**src/rtl/absnd_ram.sv**
```systemverilog
module absnd_ram #(
    parameter int WIDTH = 8,
    parameter int DEPTH = 64,
    parameter int AW    = (DEPTH > 1) ? $clog2(DEPTH) : 1
) (
    input  logic             clk,
    input  logic             we,
    input  logic [AW-1:0]    waddr,
    input  logic [WIDTH-1:0] wdata,
    input  logic [AW-1:0]    raddr,
    output logic [WIDTH-1:0] rdata
);

    logic [WIDTH-1:0] mem [DEPTH];

    always_ff @(posedge clk) begin
        if (we) begin
            mem[waddr] <= wdata;
        end
        rdata <= mem[raddr];
    end

endmodule

```
**config.mk**
```make
export PLATFORM = sky130hd
export DESIGN_NAME = absnd_ram
export DESIGN_NICKNAME = d
export VERILOG_FILES = /design/src/rtl/absnd_ram.sv
export SDC_FILE = /design/constraint.sdc
export NUM_CORES = 1
export LEC_CHECK = 0
export BUFFER_PORTS_ARGS = -buffer_cell sky130_fd_sc_hd__buf_2
export CAP_MARGIN = 10
export CORE_MARGIN = 4
export CORE_UTILIZATION = 30
export DETAILED_ROUTE_END_ITERATION = 8
export HOLD_SLACK_MARGIN = 0.05
export SYNTH_ARGS = -nofsm -noshare
export SYNTH_HDL_FRONTEND = slang
export SYNTH_SLANG_ARGS = --single-unit
```
**constraint.sdc**
```tcl
create_clock -name clk -period 2.2 [get_ports clk]
set_input_delay 0.55 -clock clk [delete_from_list [all_inputs] [get_ports clk]]
set_output_delay 0.55 -clock clk [all_outputs]
set_load 0.01 [all_outputs]
```
Word level (Yosys, flattened, before mapping)
Memories as Yosys holds them, arrays and structs flattened. A register that Yosys moved wholly into a read port is not among the register bits.
Index checks and enable logic that the tools add are counted.
{"block": "totals", "mem_count": 1, "ram_bits": 512, "inputBits": 22, "ff_bits": 0, "wordCells": 3, "output_inout_bits": 8}
{"block": "op_classes", "n_mux": 2}
{"memory": "mem", "depth": 64, "word_bits": 8, "rd": 1, "rd_ports_with_merged_regs": 1, "wr": 1, "line": "14", "rtl": "logic [WIDTH-1:0] mem [DEPTH];"}
{"op": "2-to-1 mux 1 bit", "n": 2}

Logic depth before layout (Yosys ltp)
Gate-level depths: netlist (run 1).
{"block": "depth", "word_depth": 2, "mapped_depth": 9, "ltp_nobuf": 5}

Least setup slack after synthesis (run 1)
OpenSTA, ideal clock, no wires.
{"block": "synth_path", "path_type": "input-to-reg", "startpoint": "in raddr[1]", "endpoint": "reg rdata[3] (read register of mem)", "t_arrival_ns": 2.090, "setup_time_ns": 0.128, "setup_slack_ns": -0.018, "n_path_buf": 3, "required_time_ns": 2.072, "stages": 7, "path_cell_list": "buf_4 buf_2 buf_2 mux4_2 mux4_2 o21ai_1 o41ai_1"}
{"element": "start, declared", "line": "10", "rtl": "input logic [AW-1:0] raddr,"}
{"element": "end, declared", "line": "11", "rtl": "output logic [WIDTH-1:0] rdata"}

==> summary.md, run 1 <==
| Metric | Value |
|---|---|
| Hold Fails Final Rpt | 0 |
| Via count | 9,980 |
| Max_slew headroom | 0.226 |
| Unique masters post-synth | 40 |
| Initial core utilization | 0.305 |
| Worst reg-to-reg setup slack | 150 ps |
| Vias in the first global route | 10,400 |
| DRT met1 WL | 20,400 um |
| Die height | 267 um |
| Top Metal Used | met5 |
| Final Cell Area | 24,100 um^2 |
| Final setup fails | 0 |
| VDD IR max | 0.000615 V |
| Initial antenna violation count | 2 |
| WP data required | 2630 ps |
| Top-count cell post-synth | edfxtp_1 |
| Internal | 16.3 mW |
| Crit path kind | in -> reg |
| Cell Count, Final, Fillers Out | 2,037 |
| Fraction of registers with async set/reset | 0 |
| Slew Limit Fails | 0 |
| Clk_skew | 12.3 ps |
| Yosys top cell by area | edfxtp_1 |
| Post-route DRC | 0 |
| Main synth FF type | edfxtp_1 |
| Crit path max fanout | 23 |
| Layout cell share with drive strength beyond 1 | 0.345 |
| Hold crit path type | in -> reg |
| Post-place setup slack | -779 ps |
| Clk buf depth | 3 |
| Nets | 1,154 |
| Main combinational cell family by area after synthesis | multiplexers |
| GRT overflow | 0 |
| Status | finished, final reports clean |
| Largest delay share family, worst path | multiplexers |
| Sequential cell area | 15,500 um^2 |
| Actual slew at the worst max-slew pin | 1160 ps |
| Top-area cell type share of the netlist area | 0.762 |
| RSZ-0062 raised after global routing | no |
| Sequential cell area fraction in the yosys report | 0.770 |
| XOR/XNOR share of the synthesized area | 0 |
| DIE AREA | 71,400 um^2 |
| CP startpoint kind | input port |
| Fmax | 0.479 GHz |
| Arr. time, crit path | 2520 ps |
| Sw Pwr | 4.31 mW |
| Sw Share | 0.209 |
| PD cells | 855 nW/um^2 |
| First-pass GRT wire length | 70,200 um |
| Post-synth top cells | edfxtp_1, mux4_2, nor2_1 |
| Post-synthesis sequential element count | 520 |
| Leakage | 7.74 nW |
| Synth Area in Adders | 0 |
| Reg2reg end | rdata[6] |
| Largest net degree at the start of global routing | 65 |
| Compound-Gate Fraction of Synth Area | 0.0207 |
| Max-cap violations | 0 |
| Buf+Inv Stages, Crit Path | 2 |
| Placed inst area | 22,500 um^2 |
| DR iter-0 viols | 971 |
| WL/cell | 22.8 um |
| IO Port Bufs | 29 |
| CTS Buf Count | 51 |
| Clock Sinks | 520 |
| Root Buffer | clkbuf_16 |
| Fill cells | 5,995 |
| Met3 wire length | 2860 um |
| CP max stage delay | 480 ps |
| Final worst slack | 113 ps |
| Sequential share of power | 0.534 |
| CTS tree | built |
| Reg2Reg Depth | 5 |
| HPWL reported at the end of detailed placement | 29,700 um |
| R2R Path Start | mem[29][6] |
| Yosys Warn Count | 0 |
| Synth area leaders | edfxtp_1, mux4_2, nor2_1 |
| Gate power share | 0.055 |
| Mean post-synth cell area | 21.5 um^2 |
| WHS Endpoint | mem[10][1] |
| Critical path depth | 7 |
| Dpl cells | 1,943 |
| CP max-delay cell | mux4_2 |
| Syn_nets | 962 |
| Hold_buf cts | 0 |
| Ratio of final minimum period to clock period | 0.949 |
| Drt pass-1 iters | 5 |
| Multi-input gate area | 4330 um^2 |
| Number of core rows | 94 |
| Area Overhead vs Synth | 19.5% |
| Synthesized area | 20,200 um^2 |
| H-tree depth | 2 |
| Routability Congestion | 0.785 |
| Clk Latency, worst-skew pair | 580 ps |
| Worst setup EP type | register |
| Total GRT Usage | 0.131 |
| Gate Count Post-Synth | 940 |
| I/O pin total | 30 |
| Crit-path cells | buf_8 -> buf_4 -> mux4_2 -> mux2_2 -> o221a_2 -> nor3_4 -> o32ai_1 |
| Clock-pin transition on the worst setup and hold timing paths | 60 ps |
| Core Util, Final | 0.364 |
| Post-Route WL | 46,400 um |
| Number of flops mapped to enable cells by yosys | 512 |
| Worst min-delay path startpoint | wdata[1] |
| Die width | 267 um |
| Antenna Nets Post-Route | 0 |
| Post-synthesis simple-gate area fraction | 0.0339 |
| Fraction of synthesized area in multiplexers | 0.159 |
| CORE AREA | 66,200 um^2 |
| Crit path time final | 2090 ps |
| Clk pwr share | 0.411 |
| Tot Pwr | 20.6 mW |
| Met2 wire len | 22,400 um |
| Worst hold path depth | 1 |
| Via-per-instance ratio | 4.90 |
[area by class of cell]
| cell class | instances | area share |
|---|---|---|
| Antenna cell | 1 | 0.000104 |
| Multi-Input combinational cell | 369 | 0.180 |
| Sequential cell | 520 | 0.645 |
| Tap cell | 864 | 0.0449 |
| Clock inverter | 33 | 0.0111 |
| Clock buffer | 60 | 0.0561 |
| Timing Repair Buffer | 190 | 0.0636 |
[routing by layer]
layer | global-route usage | vias to the layer above
li1 | - | 4311
met1 | 0.186 | 5289
met2 | 0.212 | 315
met3 | 0.0220 | 63
met4 | 0.0313 | 2
met5 | 0 | -
[cell usage in the layout, fill, tap and decap left out, types with 9 or more instances in the layout]
| master | instances |
|---|---|
| buf_4 | 150 |
| mux2_2 | 13 |
| clkinv_2 | 9 |
| nor2b_1 | 14 |
| clkbuf_16 | 53 |
| nand3_1 | 13 |
| mux2i_1 | 23 |
| nand2_1 | 19 |
| mux4_2 | 126 |
| buf_2 | 26 |
| clkinv_1 | 14 |
| buf_12 | 13 |
| nor2_1 | 83 |
| edfxtp_1 | 512 |
[cell families (layout without fill, tap and decap cells)]
family / after synthesis / after routing
other: 0 / 1
AND/OR/NAND/NOR: 153 / 153
flip-flops: 520 / 520
buffers and inverters: 51 / 283
multiplexers: 162 / 162
AO/OA/AOI/OAI: 54 / 54
[worst max path at each step]
stage	start	to	slack, ps
after floorplan	raddr[0]	rdata[3]	10
after global routing	raddr[0]	rdata[5]	30
final	raddr[0]	rdata[4]	110
after detailed placement	raddr[0]	rdata[4]	-780
after global placement	raddr[0]	rdata[4]	-800
after CTS	raddr[0]	rdata[4]	7
[power by group through the flow]
stage                     clock network, mW  logic (mW)  registers (mW)
after floorplan                           0       0.585            11.2
after global placement                    0        1.14            11.2
after detailed placement                  0        1.16            11.2
after CTS                              8.65        1.17            11.0
after global routing                   9.07        1.23            11.0
final                                  8.47        1.14            11.0
[per-stage QoR]
stage	TNS, ps	hold WS, ps
after floorplan	0	649
after global placement	-4180	821
after detailed placement	-4270	829
after CTS	0	330
after global routing	0	344
final	0	336
[registers in the layout (all words and copies together), names as in the netlist]
| name | cells |
|---|---|
| rdata | 8 |
| mem | 512 |
[timing repair]
item	4_1_cts	5_1_grt
pin swaps	0	0
endpoints found under the setup margin	1	2
gates resized for setup	1	2
buffers inserted	0	0
cloned	0	0
[worst reg2reg max path: stages (launching register included)]
cell and delay (ps):
edfxtp_1 350, mux4_2 480, mux2_2 280, o221a_2 270, nor3_1 410, o32ai_1 150
No activity file was read; power rests on OpenSTA's default activity.
==> inputs of run 2 (changes only) <==
--- a/config.mk
+++ b/config.mk
@@ -5,7 +5,7 @@
 export SDC_FILE = /design/constraint.sdc
 export NUM_CORES = 1
 export LEC_CHECK = 0
-export BUFFER_PORTS_ARGS = -buffer_cell sky130_fd_sc_hd__buf_2
+export BUFFER_PORTS_ARGS = -buffer_cell sky130_fd_sc_hd__buf_4
 export CAP_MARGIN = 10
 export CORE_MARGIN = 4
 export CORE_UTILIZATION = 30
==> constraint.sdc (replaced) <==
create_clock -name clk -period 2.45 [get_ports clk]
set_input_delay 0.6125 -clock clk [delete_from_list [all_inputs] [get_ports clk]]
set_output_delay 0.6125 -clock clk [all_outputs]
set_load 0.01 [all_outputs]
==> summary.md, run 2 (synthesized netlist as in run 1, its figures left out) <==
| Metric | Value |
|---|---|
| Ratio of final minimum period to clock period | 0.897 |
| Crit path time final | 2200 ps |
| Sequential cell area | 15,500 um^2 |
| WL/cell | 23.2 um |
| DIE AREA | 71,400 um^2 |
| WP data required | 2890 ps |
| Nets | 1,123 |
| Leakage | 7.63 nW |
| Reg2Reg Depth | 5 |
| VDD IR max | 0.000439 V |
| Antenna Nets Post-Route | 0 |
| Reg2reg end | rdata[6] |
| Crit path max fanout | 11 |
| CORE AREA | 66,200 um^2 |
| Max_slew headroom | 0.502 |
| Worst path most repeated cell | buf_4 |
| Die height | 267 um |
| Worst setup EP type | register |
| Via-per-instance ratio | 4.89 |
| Crit-path cells | clkbuf_8 -> buf_4 -> buf_4 -> buf_4 -> mux2_2 -> a221oi_1 -> o2bb2ai_1 |
| Number of core rows | 94 |
| Max-cap violations | 0 |
| Clk buf depth | 3 |
| Gate power share | 0.053 |
| Routability Congestion | 0.809 |
| Final setup fails | 0 |
| Area Overhead vs Synth | 18.7% |
| PD cells | 780 nW/um^2 |
| WHS Endpoint | rdata[6] |
| Clock-pin transition on the worst setup and hold timing paths | 60 ps |
| Sequential share of power | 0.529 |
| Worst min-delay path startpoint | raddr[5] |
| Layout cell share with drive strength beyond 1 | 0.331 |
| CP startpoint kind | input port |
| Crit path kind | in -> reg |
| Sw Share | 0.207 |
| CP max stage delay | 610 ps |
| Initial antenna violation count | 3 |
| Drt pass-1 iters | 5 |
| Fill cells | 6,032 |
| Clk_skew | 16.7 ps |
| Critical path depth | 7 |
| Arr. time, crit path | 2630 ps |
| GRT overflow | 0 |
| CTS tree | built |
| DR iter-0 viols | 833 |
| Largest Register | mem |
| CP max-delay cell | a221oi_1 |
| Sw Pwr | 3.87 mW |
| Initial core utilization | 0.305 |
| H-tree depth | 2 |
| HPWL reported at the end of detailed placement | 30,100 um |
| Buf+Inv Stages, Crit Path | 4 |
| Post-CTS Setup Bufs | 0 |
| Commonest non-fill, non-tap cells in the layout | edfxtp_1, buf_4, mux4_2 |
| Hold crit path type | in -> reg |
| Max FFs per register | 512 |
| Status | finished, final reports clean |
| First-pass GRT wire length | 69,300 um |
| Tot Pwr | 18.7 mW |
| Clk pwr share | 0.418 |
| IO Port Bufs | 29 |
| Hold Fails Final Rpt | 0 |
| Root Buffer | clkbuf_16 |
| Worst reg-to-reg setup slack | 260 ps |
| Core Util, Final | 0.362 |
| R2R Path Start | mem[29][6] |
| RSZ-0062 raised after global routing | no |
| Post-cts resize count | 0 |
| Slew Limit Fails | 0 |
| Post-Route WL | 46,500 um |
| Clock Sinks | 520 |
| Total GRT Usage | 0.131 |
| Internal | 14.8 mW |
| CTS Buf Count | 50 |
| Worst hold path depth | 3 |
| Largest delay share family, worst path | buffers and inverters |
| Fmax | 0.455 GHz |
| Multi-input gate area | 4320 um^2 |
| Largest regs | mem: 512 flops, rdata: 8 flops |
| Vias in the first global route | 10,200 |
| Hold_buf cts | 0 |
| Post-route DRC | 0 |
| Commonest non-fill, non-tap cell in the layout | edfxtp_1 |
| I/O pin total | 30 |
| Die width | 267 um |
| Via count | 9,806 |
| Actual slew at the worst max-slew pin | 747 ps |
| Largest net degree at the start of global routing | 65 |
| Clk Latency, worst-skew pair | 580 ps |
## run 2: stage by stage
| stage | instance area [um^2] | std cells | worst slack (ps) | hold WS, ps | TNS (ps) |
|---|---|---|---|---|---|
| 2_1_floorplan | 20200 | 940 | 170 | 711 | 0 |
| 3_3_place_gp | 22300 | 1913 | -383 | 814 | -2410 |
| 3_5_place_dp | 22300 | 1913 | -391 | 819 | -2510 |
| 4_1_cts | 23900 | 2003 | 146 | 398 | 0 |
| 5_1_grt | 23900 | 2003 | 82.9 | 426 | 0 |
| 6_report | 23900 | 2004 | 252 | 447 | 0 |
## run 2: worst reg2reg max path, cell delays in order, from the launching register on
cell	delay (ps)
edfxtp_1	370
mux4_2	490
mux2_2	300
o221a_2	290
nor3_1	460
o32ai_1	150
## run 2: layer usage
layer / GRT usage / share of wire / routed length, um / vias to the layer above
met5: 0 / 0.00069 / 32 / -
met4: 0.0434 / 0.028 / 1280 / 4
met3: 0.0282 / 0.064 / 2960 / 82
met2: 0.208 / 0.48 / 22200 / 303
met1: 0.181 / 0.43 / 20000 / 5168
li1: - / - / - / 4249
## run 2: cell type report
cell class,instances,area share
antenna,1,0.000104
clock buffer,56,0.0559
clock inverter,34,0.0138
multi-input combinational,369,0.180
sequential,520,0.649
tap,864,0.0451
timing repair buffer,160,0.0562
## run 2: power groups by stage
stage               registers, mW  clock network, mW  logic [mW]
floorplan                    10.1                  0       0.525
global placement             10.1                  0       0.997
CTS                          9.88               8.00        1.02
finish                       9.88               7.80       0.999
detailed placement           10.1                  0        1.02
global route                 9.88               8.37        1.07
## run 2: worst max-delay path by stage
stage,from,to,slack [ps]
floorplan,raddr[1],rdata[3],170
global placement,raddr[0],rdata[6],-380
detailed placement,raddr[0],rdata[6],-390
CTS,mem[29][6],rdata[6],150
global route,raddr[0],rdata[2],80
finish,raddr[0],rdata[2],250
